### config.mk
export PLATFORM = sky130hd
export DESIGN_NAME = ipv4_header_encapsulator_unit_flat
export DESIGN_NICKNAME = d
export VERILOG_FILES = /design/src/rtl/ipv4e_pkg.sv /design/src/rtl/ipv4e_pkt_if.sv /design/src/rtl/ipv4e_hdr_if.sv /design/src/rtl/ipv4e_regs.sv /design/src/rtl/ipv4_header_encapsulator_unit.sv /design/src/flat_wrapper.sv
export SDC_FILE = /design/constraint.sdc
export NUM_CORES = 1
export LEC_CHECK = 0
export BUFFER_PORTS_ARGS = -buffer_cell sky130_fd_sc_hd__buf_2
export CORE_MARGIN = 3
export CORE_UTILIZATION = 45
export DETAILED_ROUTE_END_ITERATION = 16
export PLACE_DENSITY = 0.66
export SLEW_MARGIN = 20
export SYNTH_ARGS = -nofsm -noshare
export SYNTH_HDL_FRONTEND = slang
export SYNTH_SLANG_ARGS = --single-unit
### constraint.sdc
create_clock -name i_clk -period 8.7 [get_ports i_clk]
set_input_delay 1.74 -clock i_clk [delete_from_list [all_inputs] [get_ports i_clk]]
set_output_delay 1.74 -clock i_clk [all_outputs]
set_load 0.02 [all_outputs]
### src/rtl/ipv4e_pkg.sv
// ============================================================================
// ipv4e_pkg
// shared types, constants and register map of the ipv4 header encapsulator
// ============================================================================
package ipv4e_pkg;

    localparam int unsigned HDR_WORDS    = 5;
    localparam int unsigned CNT_W        = $clog2(HDR_WORDS + 1);
    localparam int unsigned ADDR_W       = 5;
    localparam int unsigned DATA_W       = 32;
    localparam int unsigned IDX_W        = 3;

    localparam logic [7:0]  VER_IHL      = 8'h45;
    localparam logic [15:0] HDR_BYTES    = 16'd20;
    localparam logic [15:0] DF_FLAG      = 16'h4000;
    localparam logic [7:0]  TTL_RESET    = 8'd250;

    typedef logic [CNT_W-1:0] t_cnt;

    typedef enum logic [IDX_W-1:0] {
        REG_SRC_ADDR = 3'd0,
        REG_TTL      = 3'd1,
        REG_TOS      = 3'd2,
        REG_PROTO    = 3'd3,
        REG_DF       = 3'd4
    } t_reg_idx;

    typedef struct packed {
        logic [31:0] source_address;
        logic [7:0]  time_to_live;
        logic [7:0]  type_of_service;
        logic [7:0]  protocol_number;
        logic        dont_fragment;
    } t_cfg;

endpackage

### src/rtl/ipv4e_pkt_if.sv
// ============================================================================
// ipv4e_pkt_if
// packet descriptor channel: ip flag, destination address, payload length
// ============================================================================
interface ipv4e_pkt_if;
    logic        valid;
    logic        ready;
    logic        dest_is_ip;
    logic [31:0] dst_addr;
    logic [15:0] payload_length;

    modport source (output valid, output dest_is_ip, output dst_addr,
                    output payload_length, input ready);
    modport sink   (input valid, input dest_is_ip, input dst_addr,
                    input payload_length, output ready);
endinterface

### src/rtl/ipv4e_hdr_if.sv
// ============================================================================
// ipv4e_hdr_if
// header word channel: one 32-bit header word per transfer
// ============================================================================
interface ipv4e_hdr_if;
    logic        valid;
    logic        ready;
    logic [31:0] header_word;
    logic        dropped;
    logic        last_word;

    modport source (output valid, output header_word, output dropped,
                    output last_word, input ready);
    modport sink   (input valid, input header_word, input dropped,
                    input last_word, output ready);
endinterface

### src/rtl/ipv4e_regs.sv
// ============================================================================
// ipv4e_regs
// apb configuration registers: source address, ttl, tos, protocol, df
// ============================================================================
module ipv4e_regs (
    input  logic                         i_clk,
    input  logic                         i_rst_n,
    input  logic                         psel,
    input  logic                         penable,
    input  logic                         pwrite,
    input  logic [ipv4e_pkg::ADDR_W-1:0] paddr,
    input  logic [ipv4e_pkg::DATA_W-1:0] pwdata,
    output logic [ipv4e_pkg::DATA_W-1:0] prdata,
    output logic                         pready,
    output ipv4e_pkg::t_cfg              o_cfg
);

    ipv4e_pkg::t_cfg    r_cfg;
    ipv4e_pkg::t_cfg    n_cfg;
    ipv4e_pkg::t_reg_idx w_idx;
    logic               w_wr;

    assign w_idx  = ipv4e_pkg::t_reg_idx'(paddr[ipv4e_pkg::ADDR_W-1:2]);
    assign w_wr   = psel && penable && pwrite;
    assign pready = 1'b1;
    assign o_cfg  = r_cfg;

    always_comb begin
        n_cfg = r_cfg;
        if (w_wr) begin
            unique case (w_idx)
                ipv4e_pkg::REG_SRC_ADDR: n_cfg.source_address  = pwdata;
                ipv4e_pkg::REG_TTL:      n_cfg.time_to_live    = pwdata[7:0];
                ipv4e_pkg::REG_TOS:      n_cfg.type_of_service = pwdata[7:0];
                ipv4e_pkg::REG_PROTO:    n_cfg.protocol_number = pwdata[7:0];
                ipv4e_pkg::REG_DF:       n_cfg.dont_fragment   = pwdata[0];
                default: ;
            endcase
        end
    end

    always_comb begin
        unique case (w_idx)
            ipv4e_pkg::REG_SRC_ADDR: prdata = r_cfg.source_address;
            ipv4e_pkg::REG_TTL:      prdata = {24'd0, r_cfg.time_to_live};
            ipv4e_pkg::REG_TOS:      prdata = {24'd0, r_cfg.type_of_service};
            ipv4e_pkg::REG_PROTO:    prdata = {24'd0, r_cfg.protocol_number};
            ipv4e_pkg::REG_DF:       prdata = {31'd0, r_cfg.dont_fragment};
            default:                 prdata = '0;
        endcase
    end

    always_ff @(posedge i_clk) begin
        if (!i_rst_n) begin
            r_cfg.source_address  <= '0;
            r_cfg.time_to_live    <= ipv4e_pkg::TTL_RESET;
            r_cfg.type_of_service <= '0;
            r_cfg.protocol_number <= '0;
            r_cfg.dont_fragment   <= 1'b0;
        end else begin
            r_cfg <= n_cfg;
        end
    end

endmodule

### src/rtl/ipv4_header_encapsulator_unit.sv
// the descriptor is registered in the input stage, then loaded into the header stage
//   once that stage is free; the five header words leave one per cycle on the 32-bit
//   output channel while o_hdr.ready is high; a dropped packet gives a single word
// the next descriptor is taken while the current header is still draining
// reset: synchronous active low; clears the registers to their defaults,
//   the identification counter to zero and empties both stages
// ============================================================================
// ipv4_header_encapsulator_unit
// builds the 20-byte ipv4 header with checksum and streams it as five words
// ============================================================================
module ipv4_header_encapsulator_unit (
    input  logic                         i_clk,
    input  logic                         i_rst_n,
    input  logic                         psel,
    input  logic                         penable,
    input  logic                         pwrite,
    input  logic [ipv4e_pkg::ADDR_W-1:0] paddr,
    input  logic [ipv4e_pkg::DATA_W-1:0] pwdata,
    output logic [ipv4e_pkg::DATA_W-1:0] prdata,
    output logic                         pready,
    ipv4e_pkt_if.sink                    i_pkt,
    ipv4e_hdr_if.source                  o_hdr
);

    ipv4e_pkg::t_cfg w_cfg;

    ipv4e_regs u_regs (
        .i_clk   (i_clk),
        .i_rst_n (i_rst_n),
        .psel    (psel),
        .penable (penable),
        .pwrite  (pwrite),
        .paddr   (paddr),
        .pwdata  (pwdata),
        .prdata  (prdata),
        .pready  (pready),
        .o_cfg   (w_cfg)
    );

    // input stage
    logic        r_in_vld;
    logic        r_in_ip;
    logic [31:0] r_in_dst;
    logic [15:0] r_in_total;
    logic [17:0] r_in_psum;
    logic [15:0] w_total;

    // header stage
    logic [31:0]     r_hdr [ipv4e_pkg::HDR_WORDS];
    ipv4e_pkg::t_cnt r_left;
    logic            r_drop;
    logic [15:0]     r_ident;

    logic        w_in_take;
    logic        w_out_take;
    logic        w_hdr_free;
    logic        w_load;
    logic [19:0] w_sum;
    logic [16:0] w_fold1;
    logic [16:0] w_fold2;
    logic [15:0] w_csum;
    logic [15:0] w_flags;

    assign w_out_take = o_hdr.valid && o_hdr.ready;
    assign w_hdr_free = (r_left == '0) ||
                        ((r_left == ipv4e_pkg::t_cnt'(1)) && w_out_take);
    assign w_load     = r_in_vld && w_hdr_free;
    assign i_pkt.ready = !r_in_vld || w_load;
    assign w_in_take  = i_pkt.valid && i_pkt.ready;
    assign w_total    = i_pkt.payload_length + ipv4e_pkg::HDR_BYTES;

    always_ff @(posedge i_clk) begin
        if (!i_rst_n) begin
            r_in_vld <= 1'b0;
        end else if (w_in_take) begin
            r_in_vld <= 1'b1;
        end else if (w_load) begin
            r_in_vld <= 1'b0;
        end
    end

    always_ff @(posedge i_clk) begin
        if (w_in_take) begin
            r_in_ip    <= i_pkt.dest_is_ip;
            r_in_dst   <= i_pkt.dst_addr;
            r_in_total <= w_total;
            r_in_psum  <= 18'(i_pkt.dst_addr[31:16]) + 18'(i_pkt.dst_addr[15:0])
                        + 18'(w_total);
        end
    end

    // checksum over the remaining header halves, then end-around fold
    assign w_flags = w_cfg.dont_fragment ? ipv4e_pkg::DF_FLAG : 16'd0;
    assign w_sum   = 20'(r_in_psum)
                   + 20'({ipv4e_pkg::VER_IHL, w_cfg.type_of_service})
                   + 20'(r_ident) + 20'(w_flags)
                   + 20'({w_cfg.time_to_live, w_cfg.protocol_number})
                   + 20'(w_cfg.source_address[31:16])
                   + 20'(w_cfg.source_address[15:0]);
    assign w_fold1 = 17'(w_sum[15:0]) + 17'(w_sum[19:16]);
    assign w_fold2 = 17'(w_fold1[15:0]) + 17'(w_fold1[16]);
    assign w_csum  = ~w_fold2[15:0];

    always_ff @(posedge i_clk) begin
        if (!i_rst_n) begin
            r_left  <= '0;
            r_ident <= '0;
        end else if (w_load) begin
            r_left <= r_in_ip ? ipv4e_pkg::t_cnt'(ipv4e_pkg::HDR_WORDS)
                              : ipv4e_pkg::t_cnt'(1);
            if (r_in_ip) begin
                r_ident <= r_ident + 16'd1;
            end
        end else if (w_out_take) begin
            r_left <= r_left - ipv4e_pkg::t_cnt'(1);
        end
    end

    always_ff @(posedge i_clk) begin
        if (w_load) begin
            r_drop <= !r_in_ip;
            if (r_in_ip) begin
                r_hdr[0] <= {ipv4e_pkg::VER_IHL, w_cfg.type_of_service, r_in_total};
                r_hdr[1] <= {r_ident, w_flags};
                r_hdr[2] <= {w_cfg.time_to_live, w_cfg.protocol_number, w_csum};
                r_hdr[3] <= w_cfg.source_address;
                r_hdr[4] <= r_in_dst;
            end else begin
                r_hdr[0] <= '0;
            end
        end else if (w_out_take) begin
            for (int k = 0; k < ipv4e_pkg::HDR_WORDS - 1; k++) begin
                r_hdr[k] <= r_hdr[k+1];
            end
        end
    end

    assign o_hdr.valid       = (r_left != '0);
    assign o_hdr.header_word = r_hdr[0];
    assign o_hdr.dropped     = r_drop;
    assign o_hdr.last_word   = (r_left == ipv4e_pkg::t_cnt'(1));

`ifndef NO_ASSERTIONS
    a_left_range: assert property (@(posedge i_clk) disable iff (!i_rst_n)
        r_left <= ipv4e_pkg::t_cnt'(ipv4e_pkg::HDR_WORDS))
        else $error("header word count out of range");

    a_drop_single: assert property (@(posedge i_clk) disable iff (!i_rst_n)
        (o_hdr.valid && r_drop) |-> o_hdr.last_word)
        else $error("dropped packet gave more than one word");

    a_ident_step: assert property (@(posedge i_clk) disable iff (!i_rst_n)
        (w_load && r_in_ip) |=> (r_ident == $past(r_ident) + 16'd1))
        else $error("identification did not advance on a header");

    a_ident_hold: assert property (@(posedge i_clk) disable iff (!i_rst_n)
        !(w_load && r_in_ip) |=> $stable(r_ident))
        else $error("identification moved without a header");

    a_ready_empty: assert property (@(posedge i_clk) disable iff (!i_rst_n)
        (r_left == '0) |-> i_pkt.ready)
        else $error("input stalled while header stage empty");
`endif

endmodule
### src/flat_wrapper.sv
// flat-port wrapper written by rule: the top's interface ports become plain ports
module ipv4_header_encapsulator_unit_flat 
  (i_clk, i_rst_n, psel, penable, pwrite, paddr, pwdata, prdata, pready, i_pkt_valid, i_pkt_dest_is_ip, i_pkt_dst_addr, i_pkt_payload_length, i_pkt_ready, o_hdr_valid, o_hdr_header_word, o_hdr_dropped, o_hdr_last_word, o_hdr_ready);
  ipv4e_pkt_if i_pkt_i ();
  ipv4e_hdr_if o_hdr_i ();
  input  logic i_clk;
  input  logic i_rst_n;
  input  logic psel;
  input  logic penable;
  input  logic pwrite;
  input  logic [ipv4e_pkg::ADDR_W-1:0] paddr;
  input  logic [ipv4e_pkg::DATA_W-1:0] pwdata;
  output logic [ipv4e_pkg::DATA_W-1:0] prdata;
  output logic pready;
  input wire logic [$bits(i_pkt_i.valid)-1:0] i_pkt_valid;
  input wire logic [$bits(i_pkt_i.dest_is_ip)-1:0] i_pkt_dest_is_ip;
  input wire logic [$bits(i_pkt_i.dst_addr)-1:0] i_pkt_dst_addr;
  input wire logic [$bits(i_pkt_i.payload_length)-1:0] i_pkt_payload_length;
  output wire logic [$bits(i_pkt_i.ready)-1:0] i_pkt_ready;
  output wire logic [$bits(o_hdr_i.valid)-1:0] o_hdr_valid;
  output wire logic [$bits(o_hdr_i.header_word)-1:0] o_hdr_header_word;
  output wire logic [$bits(o_hdr_i.dropped)-1:0] o_hdr_dropped;
  output wire logic [$bits(o_hdr_i.last_word)-1:0] o_hdr_last_word;
  input wire logic [$bits(o_hdr_i.ready)-1:0] o_hdr_ready;
  assign i_pkt_i.valid = i_pkt_valid;
  assign i_pkt_i.dest_is_ip = i_pkt_dest_is_ip;
  assign i_pkt_i.dst_addr = i_pkt_dst_addr;
  assign i_pkt_i.payload_length = i_pkt_payload_length;
  assign i_pkt_ready = i_pkt_i.ready;
  assign o_hdr_valid = o_hdr_i.valid;
  assign o_hdr_header_word = o_hdr_i.header_word;
  assign o_hdr_dropped = o_hdr_i.dropped;
  assign o_hdr_last_word = o_hdr_i.last_word;
  assign o_hdr_i.ready = o_hdr_ready;
  ipv4_header_encapsulator_unit u_core (.i_clk(i_clk), .i_rst_n(i_rst_n), .psel(psel), .penable(penable), .pwrite(pwrite), .paddr(paddr), .pwdata(pwdata), .prdata(prdata), .pready(pready), .i_pkt(i_pkt_i), .o_hdr(o_hdr_i));
endmodule
Word level (Yosys, flattened, before mapping)
Memory sizes are Yosys's and may differ from the RTL's.
Index checks and enable logic that the tools add are counted.
Widths: inputs -> output; s select.
- memories: 1
- flip-flop bits (word level): 145
- RAM bits: 160
- input bits: 93
- muxes and demuxes: 21
- bitwise logic cells: 6
- reduce and logical (&&, ||, !) cells: 21
- add/subtract/negate cells: 13
- eq/ne operators: 5
- memory list (name ; depth ; width ; rd ports ; clocked after memory_dff ; wr ports ; line ; source):
    u_core.r_hdr ; 5 ; 32 ; 5 ; 0 ; 5 ; ipv4_header_encapsulator_unit.sv:49 ; logic [31:0] r_hdr [ipv4e_pkg::HDR_WORDS];
- operators by type and width (kind ; count):
    $mux 32 ; 5
    $pmux 32 s5 ; 1
    $add 20x16->20 ; 5
    $add 18x15->19 ; 1
    $add 18x16->18 ; 1
    $add 16x16->17 ; 1
    $add 16x4->17 ; 1
    $add 16x1->16 ; 1
    $add 16x1->16 const B ; 1
    $add 16x5->16 const B ; 1
    $not 16->16 ; 1
    $mux 15 ; 1
    $reduce_and 2->1 ; 6
    $mux 1 ; 11
    $mux 3 ; 3
    $eq 3x1->1 const B ; 2
    $eq 3x2->1 const B ; 2
    $logic_and 1x1->1 ; 6
    $logic_not 3->1 ; 2
    $or 1x1->1 ; 5
    $reduce_bool 2->1 ; 2
    $eq 3x3->1 const B ; 1
    $reduce_bool 3->1 ; 1
    $sub 3x1->3 const B ; 1
    2 further kinds ; 4

Logic depth before layout (Yosys ltp)
- depth in word-level cells: 10
- depth in mapped cells: 43
- gate-level depth less buffers: 42

Modules after synthesis
A second synthesis with hierarchy kept.
- cell total of the unflattened synthesis: 1530
- area total of the unflattened synthesis: 17082.6 um^2
- modules (own cells, without submodules) (module ; times used ; cells each ; area an instance (um^2) ; sequential area each (um^2)):
    ipv4_header_encapsulator_unit ; 1 ; 1242 ; 14313.7 ; 7247.0
    ipv4e_regs ; 1 ; 288 ; 2768.9 ; 1141.1

Worst setup path before layout
OpenSTA, ideal clock, no wires.
- path type: register to register
- from: reg u_core.u_regs.r_cfg, in the netlist u_core.u_regs.o_cfg[9]
- to: mem u_core.r_hdr[2][12], in the netlist u_core.r_hdr[0][76] (data pin)
- setup slack: 468 ps
- buffers on the path: 0
- data arrival time: 7970 ps
- cell stages (with the launch flop): 40
- setup time: 262 ps
- path through: dfxtp_1 ha_1 inv_1 fa_1 nor2b_1 o21ai_0 a21boi_0 o21ai_0 a21boi_0 o21ai_0 a31oi_1 xnor2_1 fa_1 inv_1 fa_1 fa_1 inv_1 ha_1 [... 4 more ...] a21oi_1 o21bai_1 xor2_1 ha_1 fa_1 a211oi_2 nor2_1 o21ai_0 nor2_1 and2_1 ha_1 ha_1 nand2_1 nor2_1 o211ai_1 a2bb2oi_1 o211a_1 nor3_1
- RTL lines (element ; line ; source):
    start: declaration ; ipv4e_regs.sv:18 ; ipv4e_pkg::t_cfg r_cfg;
    start signal: assignment ; ipv4e_regs.sv:61 ; r_cfg <= n_cfg;
    end: declaration ; ipv4_header_encapsulator_unit.sv:49 ;

==> run_results.csv <==
group,metric,value,unit
routing,drt_iter0_drc,896,
logic_synthesis,synth.net_count,1859,
pwr,power_leakage,8.05,nW
pwr,switching_power,0.00266,W
clock_network,cts_tree,"done",
floorplan,die_h,202,um
clock_network,cts_made_buffers,31,
sta,timing.final.hold_violations,0,
floorplan,io-pin-count,162,
critical_path,required,9.00,ns
routing,avgRoutedWirePerCell,19.3,um
grt,grt_start_max_net_pins,81,
critical_path,r2r_setup_slack,0.37,ns
grt,grt_pass1_wl,68100,um
logic_synthesis,netlist.area_leader.share,39.4,%
sta,clock-skew-final,0.0198,ns
cells_and_area,drive_gt1_share,17.5,%
floorplan,start_util,45.9,%
logic_synthesis,ys_top_cells_by_area,"edfxtp_1 39%, dfxtp_1 8.9%, nand2_1 6.6%",
sta,relSlewSlack,25.8,%
routing,vias_per_cell,5.30,
critical_path,critPathLaunchType,"flop",
cells_and_area,layout_common_cells,"303 x nand2_1, 228 x edfxtp_1, 157 x buf_2, 126 x inv_1, 80 x ha_1",
logic_synthesis,async_flop_share,0,%
sta,drv_slew,0,
logic_synthesis,synth_compound_area_share,11.0,%
critical_path,slowest_stage,"fa_1",
logic_synthesis,ys_ff_latch,305,
placed_design,gp_congestion,0.915,
critical_path,worstSetupStartpoint,"u_core.u_regs.o_cfg[10]",
logic_synthesis,synth_top_family_by_area,"simple AND/OR/NAND/NOR gates",
run,max_cap_viol_count,0,
sta,timing.hold.ws,0.415,ns
routing,vias,12200,
floorplan,placeableCoreArea,37800,sq um
placed_design,dp_hpwl,33300,um
critical_path,criticalPathCategory,"flop to flop",
floorplan,rows,71,
cells_and_area,instances_no_fill,2299,
logic_synthesis,synth_edf_count,228,
grt,track_usage,21.2,%
routing,firstDrtPassIters,4,
placed_design,dp.cells,2237,
clock_network,clk_pin_slew_worst_paths,0.06,ns
cells_and_area,nNetsFinal,1995,
routing,detail-route-antenna-nets,0,
logic_synthesis,synthFlopType,"edfxtp_1",
grt,grt_pass1_vias,12000,
logic_synthesis,synthCells,1627,
logic_synthesis,synthMuxAreaShare,2.24,%
clock_network,cts.hold.buffers_added,0,
grt,grt_overflow,0,
sta,min_period_over_period,95.7,%
logic_synthesis,ys_seq_area_share,48.3,%
sta,fmax,120,MHz
pwr,switching_share,38.9,%
critical_path,crit_fanout,6,
sta,setup_viol,0,
critical_path,crit_top_cell,"a21oi_2",
critical_path,timing.rr.start,"u_core.u_regs.o_cfg[10]",
pwr,power_density,346,nW/um^2
logic_synthesis,yosys.area.top_type,"edfxtp_1",
clock_network,clk_path_buf_depth,3,
sta,layout_min_cycle_time,8.33,ns
cells_and_area,final_area,19800,sq um
clock_network,cts_sinks,305,
floorplan,dieArea,41000,sq um
pwr,clkPwrFrac,19.4,%
hold_path,hold_path.class,"flop to flop",
logic_synthesis,ys_warn_count,0,
placed_design,place_area,18600,sq um
critical_path,crit_end,"u_core.r_hdr[0][79]",
clock_network,clk_latency,0.57,ns
logic_synthesis,netlist_area,17400,sq um
logic_synthesis,synth_xor_area_share,4.98,%
routing,postRouteWirelength,44400,um
pwr,ir_worst_vdd,0.000198,V
placed_design,port_buffers,158,
sta,tightest_slew,1.10,ns
logic_synthesis,synth-simple-area-share,15.6,%
hold_path,hold_depth,0,
critical_path,crit_arrival,8.63,ns
logic_synthesis,avgSynthCellArea,10.7,sq um
pwr,internal_power,0.00418,W
grt,antenna_found_initial,0,
pwr,comb_power_share,47.1,%
clock_network,cts.htree.levels,1,
logic_synthesis,synth_adder_area_share,12.3,%
critical_path,slowest_delay,0.55,ns
pwr,seq_power_share,33.5,%
critical_path,worstReg2RegEnd,"u_core.r_hdr[0][79]",
critical_path,end_kind,"flop",
routing,drc_errors,0,
cells_and_area,final_common_cell,"nand2_1",
critical_path,reg2reg_depth,34,
logic_synthesis,yosys.cell_types.count,80,
cells_and_area,antenna_cells,0,
cells_and_area,synthToLayoutAreaGrowth,13.8,%
floorplan,die_width,202,um
clock_network,cts-root-buf,"clkbuf_16",
status,status,"complete, no violations",
## critical path: cells and delay by family, from the launching register on
| kind | cells | cell delay, ns |
|---|---|---|
| adder cells (fa/ha/maj) | 6 | 2.62 |
| XOR/XNOR | 2 | 0.25 |
| buffers and inverters | 5 | 0.53 |
| AND/OR/NAND/NOR | 4 | 0.85 |
| flip-flops | 1 | 0.31 |
| AO/OA/AOI/OAI | 17 | 3.48 |
## how the worst min path moves through the flow
stage / startpoint / endpoint / slack, ns
6_report: u_core.r_in_dst[12] / u_core.r_hdr[1][12] / 0.42
2_1_floorplan: u_core.r_in_dst[0] / u_core.r_hdr[1][0] / 0.40
4_1_cts: u_core.r_in_dst[12] / u_core.r_hdr[1][12] / 0.41
3_3_place_gp: u_core.r_in_dst[25] / u_core.r_hdr[1][25] / 0.40
5_1_grt: u_core.r_in_dst[12] / u_core.r_hdr[1][12] / 0.42
3_5_place_dp: u_core.r_in_dst[12] / u_core.r_hdr[1][12] / 0.40
## power groups by stage
stage,registers [W],logic (W),clock network [W]
floorplan,0.00227,0.00230,0
global placement,0.00232,0.00299,0
detailed placement,0.00233,0.00305,0
CTS,0.00230,0.00308,0.00135
global route,0.00232,0.00357,0.00141
finish,0.00229,0.00322,0.00132
## per-stage QoR
step	power, W	utilization (%)	TNS [ns]	setup WS, ns
floorplan	0.00456	-	0	0.468
global placement	0.00531	49.1	0	0.00799
detailed placement	0.00537	49.1	-0.490	-0.142
CTS	0.00672	51.8	0	0.00417
global route	0.00730	52.2	-0.211	-0.0611
finish	0.00684	52.2	0	0.373
## cells by family after synthesis
logic type / count (synthesis)
compound gates: 271
fa+ha+maj: 139
buf+inv: 216
flops: 305
xor+xnor: 97
other cells: 1
simple gates: 568
mux: 30
## sequential cells by signal (all words and copies together), names as in the netlist
name,cells
u_core.r_in_psum,18
u_core.r_in_ip,1
u_core.r_in_total,16
u_core.u_regs.o_cfg,57
u_core.r_in_vld,1
u_core.o_hdr.dropped,1
u_core.r_hdr,160
u_core.r_left,3
u_core.r_ident,16
u_core.r_in_dst,32
## cell type report
type	instances	area (sq um)
flip-flops and latches	305	8390
clock inverters	12	120
multi-input cells	1106	8190
fillers	3388	18100
clock buffers	46	895
well taps	511	639
repair buffers	193	1060
inverters	126	473
## what timing repair did
item / 4_1_cts / 5_1_grt
setup buffers: 0 / 4
pin swaps: 1 / 22
cloned: 0 / 0
setup endpoints to repair: 10 / 14
resized for setup: 4 / 34
## per-layer routing
metal,vias up,global-route usage (%),routed length (um)
met4,0,6.58,1250
met5,-,0,0
met2,353,36.4,21800
li1,5868,-,-
met3,64,2.50,2360
met1,5898,28.4,19000
## cells in the mapped netlist (all sizes together) (5+ instances only)
library cell and n:
mux2i 22, and4 5, edfxtp 228, mux4 7, dfxtp 77, nand2b 7
o21bai 11, xor2 26, a21oi 60, a31oi 14, or3 5, o21ai 53
a211oi 8, a21boi 39, o211ai 7, or2 8, nor3 19, buf 41
nor4 6, ha 86, clkbuf 49, nand3 26, a21o 12, nand4 10
nor2b 32, nor3b 6, fa 53, nand2 307, nor2 46, xnor2 71
inv 126, o21a 7, and2 68, and3 13, a22o 24
Power figures use the tool's default switching activity.
